## src/sv/hsvct_pkg.sv

```systemverilog
`timescale 1ns / 1ps
package hsvct_pkg;

  localparam int unsigned BOUND_W = 13;
  localparam int unsigned SAT_W   = 9;
  localparam int unsigned CHAN_W  = 8;
  localparam int unsigned CFG_W   = 13;
  localparam int unsigned IDX_W   = 3;
  localparam int unsigned NUM_W   = 21;  // hue numerator, below 5760 * 255
  localparam int unsigned WIDE_W  = 23;  // signed working width for the numerator

  localparam int unsigned SIXTEENTHS_PER_SECTOR = 960;
  localparam int unsigned SIXTEENTHS_FULL_TURN  = 5760;

  localparam logic [BOUND_W-1:0] RANGE_A_LOW_RST  = 13'd3200;
  localparam logic [BOUND_W-1:0] RANGE_A_HIGH_RST = 13'd4000;
  localparam logic [BOUND_W-1:0] RANGE_B_LOW_RST  = 13'd0;
  localparam logic [BOUND_W-1:0] RANGE_B_HIGH_RST = 13'd0;
  localparam logic [SAT_W-1:0]   SAT_MIN_RST      = 9'd154;
  localparam logic [CHAN_W-1:0]  VAL_MIN_RST      = 8'd40;

  typedef enum logic [IDX_W-1:0] {
    REG_RANGE_A_LOW    = 3'd0,
    REG_RANGE_A_HIGH   = 3'd1,
    REG_RANGE_B_LOW    = 3'd2,
    REG_RANGE_B_HIGH   = 3'd3,
    REG_RANGE_B_ENABLE = 3'd4,
    REG_SAT_MIN        = 3'd5,
    REG_VAL_MIN        = 3'd6
  } reg_index_t;

  typedef enum logic [1:0] {
    SECTOR_RED   = 2'd0,
    SECTOR_GREEN = 2'd1,
    SECTOR_BLUE  = 2'd2
  } sector_t;

endpackage

```

## src/sv/hsv_color_threshold_mask_top.sv

```systemverilog
`timescale 1ns / 1ps
// hsv color threshold mask
// input channel: in_valid / in_ready with one rgb pixel per request (red, green, blue)
// output channel: out_valid / out_ready with one match flag per pixel, in order
// match is set when saturation >= sat_min/256, value >= val_min and the hue lies
// in range a or, when enabled, range b (a range with low > high wraps through 0)
// path: an accepted pixel passes the max/min, hue numerator, bound products and
// compares and output registers before out_valid
// throughput: one pixel per clock unless stalled; every stage register is a plain
// pipeline stage and bound multiplies are one 13x8 product per bound per stage
// stall: when out_ready is low the output register holds and stages fill in
// behind it; bubbles are squeezed out, so in_ready only drops once every stage
// holds a pixel; nothing is lost or repeated
// configuration: cfg_we writes cfg_data into register cfg_index at once;
// write only while the pipeline is empty
// reset: rst (synchronous) empties the pipeline and loads the default thresholds
module hsv_color_threshold_mask_top
  import hsvct_pkg::*;
#(
  parameter int unsigned NUM_RANGES = 2
) (
  input  logic              clk,
  input  logic              rst,
  input  logic              in_valid,
  output logic              in_ready,
  input  logic [CHAN_W-1:0] red,
  input  logic [CHAN_W-1:0] green,
  input  logic [CHAN_W-1:0] blue,
  output logic              out_valid,
  input  logic              out_ready,
  output logic              match,
  input  logic              cfg_we,
  input  logic [IDX_W-1:0]  cfg_index,
  input  logic [CFG_W-1:0]  cfg_data
);

  localparam bit HAS_RANGE_B = (NUM_RANGES >= 2);

  // configuration registers
  logic [BOUND_W-1:0] range_a_low, range_a_high, range_b_low, range_b_high;
  logic               range_b_enable;
  logic [SAT_W-1:0]   sat_min;
  logic [CHAN_W-1:0]  val_min;

  always_ff @(posedge clk) begin
    if (rst) begin
      range_a_low    <= RANGE_A_LOW_RST;
      range_a_high   <= RANGE_A_HIGH_RST;
      range_b_low    <= RANGE_B_LOW_RST;
      range_b_high   <= RANGE_B_HIGH_RST;
      range_b_enable <= 1'b0;
      sat_min        <= SAT_MIN_RST;
      val_min        <= VAL_MIN_RST;
    end else if (cfg_we) begin
      unique case (reg_index_t'(cfg_index))
        REG_RANGE_A_LOW:    range_a_low    <= cfg_data;
        REG_RANGE_A_HIGH:   range_a_high   <= cfg_data;
        REG_RANGE_B_LOW:    range_b_low    <= cfg_data;
        REG_RANGE_B_HIGH:   range_b_high   <= cfg_data;
        REG_RANGE_B_ENABLE: range_b_enable <= cfg_data[0];
        REG_SAT_MIN:        sat_min        <= cfg_data[SAT_W-1:0];
        REG_VAL_MIN:        val_min        <= cfg_data[CHAN_W-1:0];
        default: ;
      endcase
    end
  end

  // stage handshake: a stage advances when it is empty or its successor advances
  logic v1, v2, v3;
  logic adv1, adv2, adv3, adv_out;

  assign adv_out  = !out_valid || out_ready;
  assign adv3     = !v3 || adv_out;
  assign adv2     = !v2 || adv3;
  assign adv1     = !v1 || adv2;
  assign in_ready = adv1;

  always_ff @(posedge clk) begin
    if (rst) begin
      v1        <= 1'b0;
      v2        <= 1'b0;
      v3        <= 1'b0;
      out_valid <= 1'b0;
    end else begin
      if (adv1)    v1        <= in_valid;
      if (adv2)    v2        <= v1;
      if (adv3)    v3        <= v2;
      if (adv_out) out_valid <= v3;
    end
  end

  // stage 1: max, min, delta, sector and signed channel difference
  logic [CHAN_W-1:0] mx_next, mn_next;
  sector_t           sector_next;
  logic signed [CHAN_W:0] diff_next;

  always_comb begin
    mx_next = red;
    if (green > mx_next) mx_next = green;
    if (blue > mx_next)  mx_next = blue;
    mn_next = red;
    if (green < mn_next) mn_next = green;
    if (blue < mn_next)  mn_next = blue;
    // red wins ties, then green
    if (mx_next == red) begin
      sector_next = SECTOR_RED;
      diff_next   = $signed({1'b0, green}) - $signed({1'b0, blue});
    end else if (mx_next == green) begin
      sector_next = SECTOR_GREEN;
      diff_next   = $signed({1'b0, blue}) - $signed({1'b0, red});
    end else begin
      sector_next = SECTOR_BLUE;
      diff_next   = $signed({1'b0, red}) - $signed({1'b0, green});
    end
  end

  logic [CHAN_W-1:0]      mx1, delta1;
  sector_t                sector1;
  logic signed [CHAN_W:0] diff1;

  always_ff @(posedge clk) begin
    if (adv1) begin
      mx1     <= mx_next;
      delta1  <= mx_next - mn_next;
      sector1 <= sector_next;
      diff1   <= diff_next;
    end
  end

  // stage 2: hue numerator, denominator, saturation and value tests
  logic [WIDE_W-1:0] diff_term, sector_off, num_raw, num_wrapped;
  logic [SAT_W+CHAN_W-1:0] sat_prod;
  logic [NUM_W-1:0]  num_next;
  logic [CHAN_W-1:0] den_next;
  logic              s_ok_next, v_ok_next;

  always_comb begin
    diff_term = WIDE_W'(diff1) * WIDE_W'(SIXTEENTHS_PER_SECTOR);
    case (sector1)
      SECTOR_GREEN: sector_off = WIDE_W'(delta1) * WIDE_W'(2 * SIXTEENTHS_PER_SECTOR);
      SECTOR_BLUE:  sector_off = WIDE_W'(delta1) * WIDE_W'(4 * SIXTEENTHS_PER_SECTOR);
      default:      sector_off = '0;
    endcase
    num_raw = diff_term + sector_off;
    // negative numerator wraps by one full turn
    if (num_raw[WIDE_W-1]) begin
      num_wrapped = num_raw + WIDE_W'(delta1) * WIDE_W'(SIXTEENTHS_FULL_TURN);
    end else begin
      num_wrapped = num_raw;
    end
    num_next = num_wrapped[NUM_W-1:0];
    // grey pixel: hue 0 over 1
    den_next = (delta1 == '0) ? CHAN_W'(1) : delta1;
    sat_prod = (SAT_W+CHAN_W)'(sat_min) * (SAT_W+CHAN_W)'(mx1);
    if (delta1 == '0) begin
      s_ok_next = (sat_min == '0);
    end else begin
      s_ok_next = ({1'b0, delta1, 8'b0} >= sat_prod);
    end
    v_ok_next = (mx1 >= val_min);
  end

  logic [NUM_W-1:0]  num2;
  logic [CHAN_W-1:0] den2;
  logic              sv_ok2;

  always_ff @(posedge clk) begin
    if (adv2) begin
      num2   <= num_next;
      den2   <= den_next;
      sv_ok2 <= s_ok_next && v_ok_next;
    end
  end

  // stage 3: bound times denominator, compared against the numerator
  logic [NUM_W-1:0] a_lo_prod, a_hi_prod, b_lo_prod, b_hi_prod;

  assign a_lo_prod = NUM_W'(range_a_low)  * NUM_W'(den2);
  assign a_hi_prod = NUM_W'(range_a_high) * NUM_W'(den2);
  assign b_lo_prod = NUM_W'(range_b_low)  * NUM_W'(den2);
  assign b_hi_prod = NUM_W'(range_b_high) * NUM_W'(den2);

  logic a_ge3, a_le3, b_ge3, b_le3, sv_ok3;

  always_ff @(posedge clk) begin
    if (adv3) begin
      a_ge3  <= (num2 >= a_lo_prod);
      a_le3  <= (num2 <= a_hi_prod);
      b_ge3  <= (num2 >= b_lo_prod);
      b_le3  <= (num2 <= b_hi_prod);
      sv_ok3 <= sv_ok2;
    end
  end

  // stage 4: range combine into the output register
  logic a_in, b_in, match_next;

  always_comb begin
    a_in = (range_a_low <= range_a_high) ? (a_ge3 && a_le3) : (a_ge3 || a_le3);
    b_in = (range_b_low <= range_b_high) ? (b_ge3 && b_le3) : (b_ge3 || b_le3);
    match_next = sv_ok3 && (a_in || (HAS_RANGE_B && range_b_enable && b_in));
  end

  always_ff @(posedge clk) begin
    if (adv_out) begin
      match <= match_next;
    end
  end

endmodule
```

## config.mk

```make
export PLATFORM = sky130hd
export DESIGN_NAME = hsv_color_threshold_mask_top
export DESIGN_NICKNAME = d
export VERILOG_FILES = /design/src/sv/hsvct_pkg.sv /design/src/sv/hsv_color_threshold_mask_top.sv
export SDC_FILE = /design/constraint.sdc
export NUM_CORES = 2
export LEC_CHECK = 0
export BUFFER_PORTS_ARGS = -buffer_cell sky130_fd_sc_hd__buf_2
export CAP_MARGIN = 20
export CORE_MARGIN = 2
export CORE_UTILIZATION = 50
export CTS_BUF_LIST = sky130_fd_sc_hd__clkbuf_4 sky130_fd_sc_hd__clkbuf_8
export DETAILED_ROUTE_END_ITERATION = 16
export PLACE_DENSITY = 0.74
export RECOVER_POWER = 100
export SLEW_MARGIN = 15
export SYNTH_ARGS = -nofsm -noshare
export SYNTH_HDL_FRONTEND = slang
export SYNTH_SLANG_ARGS = --single-unit
```

## constraint.sdc

```tcl
create_clock -name clk -period 9.6 [get_ports clk]
set_input_delay 0.96 -clock clk [delete_from_list [all_inputs] [get_ports clk]]
set_output_delay 0.96 -clock clk [all_outputs]
set_load 0.005 [all_outputs]
```

== Yosys cells after proc, flatten, opt, wreduce, memory -nomap -nowiden ==
Index checks and enable logic that the tools add are counted.
Cells by class
  $add $sub $neg: 6
  multipliers: 9
  $lt $le $gt $ge: 12
  eq/ne operators: 10
  mux-type cells: 12
  reduce and logical (&&, ||, !) cells: 26
Operator list (number)
  $mul 13x8->21: 4
  $ge 21x21->1: 2
  $le 21x21->1: 2
  $pmux 20 s2: 1
  $mux 8: 4
  $sub 8x8->9: 3
  $le 13x13->1: 2
  $mul 8x4->12 const B: 2
  $add 23x20->23: 1
  $mul 23x4->17 const B: 1
  $add 21x21->21: 1
  $mux 21: 1
  $mux 9: 2
  $ge 16x17->1: 1
  $mul 9x8->17: 1
  $eq 8x8->1: 2
  $gt 8x8->1: 2
  $lt 8x8->1: 2
  $mul 8x6->14 const B: 1
  $reduce_and 2->1: 7
  $eq 3x3->1 const B: 3
  $logic_not 9->1: 1
  $ge 8x8->1: 1
  $logic_not 8->1: 1
  other kinds (11): 27
Word-level totals
  register bits after elaboration: 137
  input bits: 45

== Depth between registers and ports, before layout ==
  word-level depth: 7
  mapped depth: 31
  depth with buffers taken out: 28

== Worst setup path after synthesis ==
Ideal clock, no wire load.
  path kind: register to register
  start: register den2[6]
  end: register a_ge3, data pin
  setup time: 0.258 ns
  arrival: 5.952 ns
  required time: 9.342 ns
  slack: 3.391 ns
  stages on the path, launching flop included: 23
  period minus slack after synthesis: 6.209 ns
  cells stage by stage: edfxtp_1 clkbuf_1 and2_1 fa_1 fa_1 fa_1 inv_1 fa_1 inv_1 ha_1 a21o_1 a21o_1 a21oi_1 nor2b_1 a21oi_1 o211ai_1 mux2_2 a2111oi_0 ha_1 a211o_1 nor4_1 o31a_1 nor3_1
On the way
  longest elaborated chain between the ends: 2
RTL lines
  from (decl): line hsv_color_threshold_mask_top.sv:164  | logic [CHAN_W-1:0] den2;
  from (signal assigned): line hsv_color_threshold_mask_top.sv:170  | den2 <= den_next;
  $mul 13x8->21: line hsv_color_threshold_mask_top.sv:178  | assign a_lo_prod = NUM_W'(range_a_low) * NUM_W'(den2);
  $ge 21x21->1: line hsv_color_threshold_mask_top.sv:187  | a_ge3 <= (num2 >= a_lo_prod);
  to (signal assigned): line hsv_color_threshold_mask_top.sv:187
  to (decl): line hsv_color_threshold_mask_top.sv:183  | logic a_ge3, a_le3, b_ge3, b_le3, sv_ok3;
No other way between the ends.
A chain may end at the register's enable or synchronous reset.

== Final worst setup path ==
  start: input green[1]
  end: register diff1[2], data pin
On the way
  longest elaborated chain between the ends: 7
RTL lines
  from (decl): line hsv_color_threshold_mask_top.sv:27  | input logic [CHAN_W-1:0] green,
  $gt 8x8->1: line hsv_color_threshold_mask_top.sv:99  | if (green > mx_next) mx_next = green;
  $mux 8: line hsv_color_threshold_mask_top.sv:99
  $gt 8x8->1: line hsv_color_threshold_mask_top.sv:100  | if (blue > mx_next) mx_next = blue;
  $mux 8: line hsv_color_threshold_mask_top.sv:100
  $eq 8x8->1: line hsv_color_threshold_mask_top.sv:108  | end else if (mx_next == green) begin
  $mux 9: line hsv_color_threshold_mask_top.sv:108
  $mux 9 *: line hsv_color_threshold_mask_top.sv:105  | if (mx_next == red) begin
  via diff_next[2]: line hsv_color_threshold_mask_top.sv:95  | logic signed [CHAN_W:0] diff_next;
  to (signal assigned): line hsv_color_threshold_mask_top.sv:126  | diff1 <= diff_next;
  to (decl): line hsv_color_threshold_mask_top.sv:119  | logic signed [CHAN_W:0] diff1;
Mark *: on every way through the listed nets, which the timed path passes. The rest lies on a longest branch.

==> impl_results.md <==
- Antenna-violating nets left: 0
- Via count of the first global-routing pass: approximately 22k
- DRT Wirelength: 66160 um
- Fillers: 5308
- Standard-cell rows: 87
- Compound-Gate Fraction of Synth Area: 11.00%
- Core area: 0.05617 mm^2
- Overflow left after global routing: 0
- Outcome: complete, but fails checks
- Post-cts gate resize count: 0
- List of cells traversed by the critical path: clkbuf_1 > inv_1 > ha_1 > nor2b_1 > o31a_1 > o211a_2 > or2_0 > nor2_1 > a21oi_1 > ha_1 > nor2b_1 > o21a_1 > o21ai_0 > a21oi_1 > o22ai_1 > clkbuf_1 > o22ai_1 > a221oi_1 > o21ai_0
- Clock slew at the register clock pins of the worst setup and hold paths: 90 ps
- Placement-stage worst setup slack: 2433 ps
- Final min period: 7911 ps
- Number of H-tree branching levels: 4
- Hold Violations, Final: 0
- HP Start: sv_ok2
- Final nets: 4123
- Net count after synthesis: just over 4k
- Count of input and output buffers: 47
- Measured slew at the worst slew-check pin: 3607 ps
- Minimum setup slack in the final design: 1689 ps
- Post-synthesis share of cell area spent on and, or, nand and nor gates: 18.03%
- Clock latency of the later-clocked register in the worst-skew pair: 510 ps
- Hold buffer count at CTS: 0
- Top Ports: 48
- Vert. Die Dim: 241.8 um
- Number of buffers added by the clock tree synthesis step: 17
- DRC errors left: 0
- Synth top area share: 24.79%
- Starting utilization of the core area: roughly half
- Routability congestion estimate: 0.9281
- Cells after DPL: 4024
- Synth-to-Final Area Change: 4.568%
- RSZ-0062 raised after global routing: false
- Cell type with the largest total area after synthesis: sky130_fd_sc_hd__fa_1
- Total Neg Setup Slack: 0 ps
- Slew Viols, Final: 120
- Post-synth design cell area: between 0.02 and 0.03 mm^2
- Number of cells traversed by the worst register-to-register path: 21
- Sequential cell area fraction in the yosys report: 11.30%
- Wire per inst: approximately 16 um
- Critical path origin: green[1]
- Source of the worst register-to-register timing path: den2[6]
- Count of unique library cells instantiated by Yosys: 75
- Crit path required time: 9750 ps
- Total half-perimeter wirelength after legalization and detailed placement: 52650 um
- Chip Width: 241.8 um
- Register-to-register setup slack: 2640 ps
- Synth top area cells: sky130_fd_sc_hd__fa_1 (25%), sky130_fd_sc_hd__ha_1 (19%), sky130_fd_sc_hd__inv_1 (7.9%), sky130_fd_sc_hd__and2_1 (7.2%), sky130_fd_sc_hd__edfxtp_1 (6.1%)
- Type of the tightest min-delay check: reg2reg
- Cells after Synth: 3309
- WS Path Type: in2reg
- Clock tree from TritonCTS: built
- Min-Delay Endpoint: sv_ok3
- FF+latch count, synth: roughly 130
- Number of max-capacitance violations reported: 3
- Crit path arrival time: 8060 ps
- Number of synthesized flops with an enable pin: 57
- Largest net degree at the start of global routing: 75
- Hold_ws: 428.6 ps
- Die footprint: 0.05846 mm^2
- Buffers inserted during post-CTS setup optimization: 0
- Largest fanout on the critical path: 20
- Clock Root Buffer: sky130_fd_sc_hd__clkbuf_8
- Highest clock frequency the design can meet: roughly 130 MHz
- Final Skew: 13.11 ps
- Post-synth top flop: sky130_fd_sc_hd__dfxtp_1
- Largest family of logic cells by synthesized area: adder cells
- Iter 0 DRT Violations: 1414
- Cell depth of the worst hold path: 0
- Crit. End Element: flip-flop
- Parity-gate share of the synthesized area counting xor and xnor cells: 4.895%
- Most common cell in the netlist: sky130_fd_sc_hd__inv_1
- Period utilisation layout: 82.40%
- Avg Cell Area, Syn: ~8.5 um^2
- Fraction of the mapped netlist area in adder cells: about 44%
- Via count of the routed design: 21.85k
- Average via count per standard cell: 5.384
- # setup viols final: 0
- Kind of launch point of the worst setup path: input pin
- Violations in the final reports: max-capacitance violations, max-slew violations
- Number of clock sinks seen by CTS: between 100 and 150
- Final cell count without fillers: between 4k and 5k
- Router iterations before antenna repair: 6
- Crit-path slowest cell: sky130_fd_sc_hd__a221oi_1
- Share of flip-flops with an asynchronous set or reset: 0%
- Proportion of synthesized area in mux cells: 1.049%
- Worst flop-to-flop path endpoint: b_le3
- Synth Warn #: 0
- First-pass GRT wire length: 111300 um
- Fraction of final layout cells with drive strength greater than 1: 3.695%
- Number of antenna violations at the first check in global routing: 1
- Deepest clock path buffer count: 2
- Total global routing track utilization: 23.44%
- Worst path max stage delay: 1830 ps
- Most common library cells after synthesis: sky130_fd_sc_hd__inv_1 (597), sky130_fd_sc_hd__ha_1 (439), sky130_fd_sc_hd__nand2_1 (360)
- Worst-case headroom to the max-slew limit: -140.4%
==> cells in the final DEF (no fill, tap or decap), types with 6 or more instances in the layout <==
| cell | count |
|---|---|
| sky130_fd_sc_hd__fa_1 | 350 |
| sky130_fd_sc_hd__a2111oi_0 | 6 |
| sky130_fd_sc_hd__o211ai_1 | 9 |
| sky130_fd_sc_hd__mux2i_1 | 15 |
| sky130_fd_sc_hd__inv_1 | 597 |
| sky130_fd_sc_hd__o21a_1 | 28 |
| sky130_fd_sc_hd__or2_2 | 8 |
| sky130_fd_sc_hd__clkbuf_8 | 17 |
| sky130_fd_sc_hd__and2_0 | 6 |
| sky130_fd_sc_hd__nand2_1 | 360 |
| sky130_fd_sc_hd__nand3b_1 | 15 |
| sky130_fd_sc_hd__nor2b_1 | 34 |
| sky130_fd_sc_hd__and2_1 | 320 |
| sky130_fd_sc_hd__nor2_1 | 102 |
| sky130_fd_sc_hd__xor2_1 | 51 |
| sky130_fd_sc_hd__clkbuf_1 | 6 |
| sky130_fd_sc_hd__buf_2 | 44 |
| sky130_fd_sc_hd__xnor2_1 | 107 |
| sky130_fd_sc_hd__a22oi_1 | 11 |
| sky130_fd_sc_hd__mux2_2 | 11 |
| sky130_fd_sc_hd__buf_4 | 15 |
| sky130_fd_sc_hd__dfxtp_1 | 74 |
| sky130_fd_sc_hd__nand4_1 | 20 |
| sky130_fd_sc_hd__ha_1 | 439 |
| sky130_fd_sc_hd__o21bai_1 | 29 |
| sky130_fd_sc_hd__edfxtp_1 | 57 |
| sky130_fd_sc_hd__a21oi_1 | 208 |
| sky130_fd_sc_hd__and3_1 | 8 |
| sky130_fd_sc_hd__a21o_1 | 52 |
| sky130_fd_sc_hd__o22ai_1 | 8 |
| sky130_fd_sc_hd__nand3_1 | 22 |
| sky130_fd_sc_hd__o21ai_0 | 89 |
| sky130_fd_sc_hd__nand2b_1 | 33 |
| sky130_fd_sc_hd__nor4_1 | 11 |
| sky130_fd_sc_hd__a211o_1 | 9 |
| sky130_fd_sc_hd__a21boi_0 | 7 |
| sky130_fd_sc_hd__nor3_1 | 25 |
==> per-stage QoR <==
step,util (%),cell area [um^2]
3_3_place_gp,51.91,29160
3_5_place_dp,51.91,29160
5_1_grt,52.62,29560
6_report,52.63,29560
4_1_cts,52.64,29570
2_1_floorplan,-,28270
==> critical path, delay by kind of cell <==
| family | cells | cell delay (ps) |
|---|---|---|
| AO/OA/AOI/OAI | 10 | 4080 |
| AND/OR/NAND/NOR | 4 | 1100 |
| buffers and inverters | 3 | 1270 |
| adder cells (fa/ha/maj) | 2 | 620 |
==> sequential cells by signal, indices dropped and copies added, names as in the netlist, 9 cells and up <==
signal        cells
num2             15
range_a_high     13
range_a_low      13
range_b_high     13
range_b_low      13
diff1             9
sat_min           9
==> layout make-up <==
cell class,count,area [um^2],area share (%)
Clock buffer,19,249.0,0.8423
Tap cell,756,945.9,3.200
Multi-Input combinational cell,2475,22380,75.71
Inverter,598,2246,7.598
Sequential cell,131,3193,10.80
Antenna cell,1,2.502,0.008466
Timing Repair Buffer,66,382.9,1.295
Clock inverter,13,160.2,0.5418
==> cells by family (layout without fill, tap and decap cells) <==
kind of cell / after synthesis / count (layout)
AOI/OAI and AO/OA: 503 / 503
xor gates and xnor gates: 158 / 158
adders and majority gates: 791 / 791
buffers and inverters: 703 / 696
DFF: 131 / 131
muxes: 27 / 27
other: 0 / 1
and+or+nand+nor: 996 / 996
==> worst max-delay path by stage <==
stage	endpoint	slack, ps
global route	diff1[8]	1180
detailed placement	b_ge3	2430
finish	diff1[2]	1690
CTS	b_ge3	2420
floorplan	a_ge3	3390
global placement	b_ge3	2570
==> metal layers <==
| metal | track usage, % | up-vias | wire (um) |
|---|---|---|---|
| li1 | - | 10570 | - |
| met1 | 30.87 | 10550 | 28660 |
| met2 | 39.20 | 629 | 31160 |
| met3 | 4.162 | 99 | 4376 |
| met4 | 7.389 | 2 | 1956 |
| met5 | 0 | - | 11 |
Power is left out: the tool's default activity adds up to more than one toggle a clock period on the data nets, which glitch-free logic cannot reach.
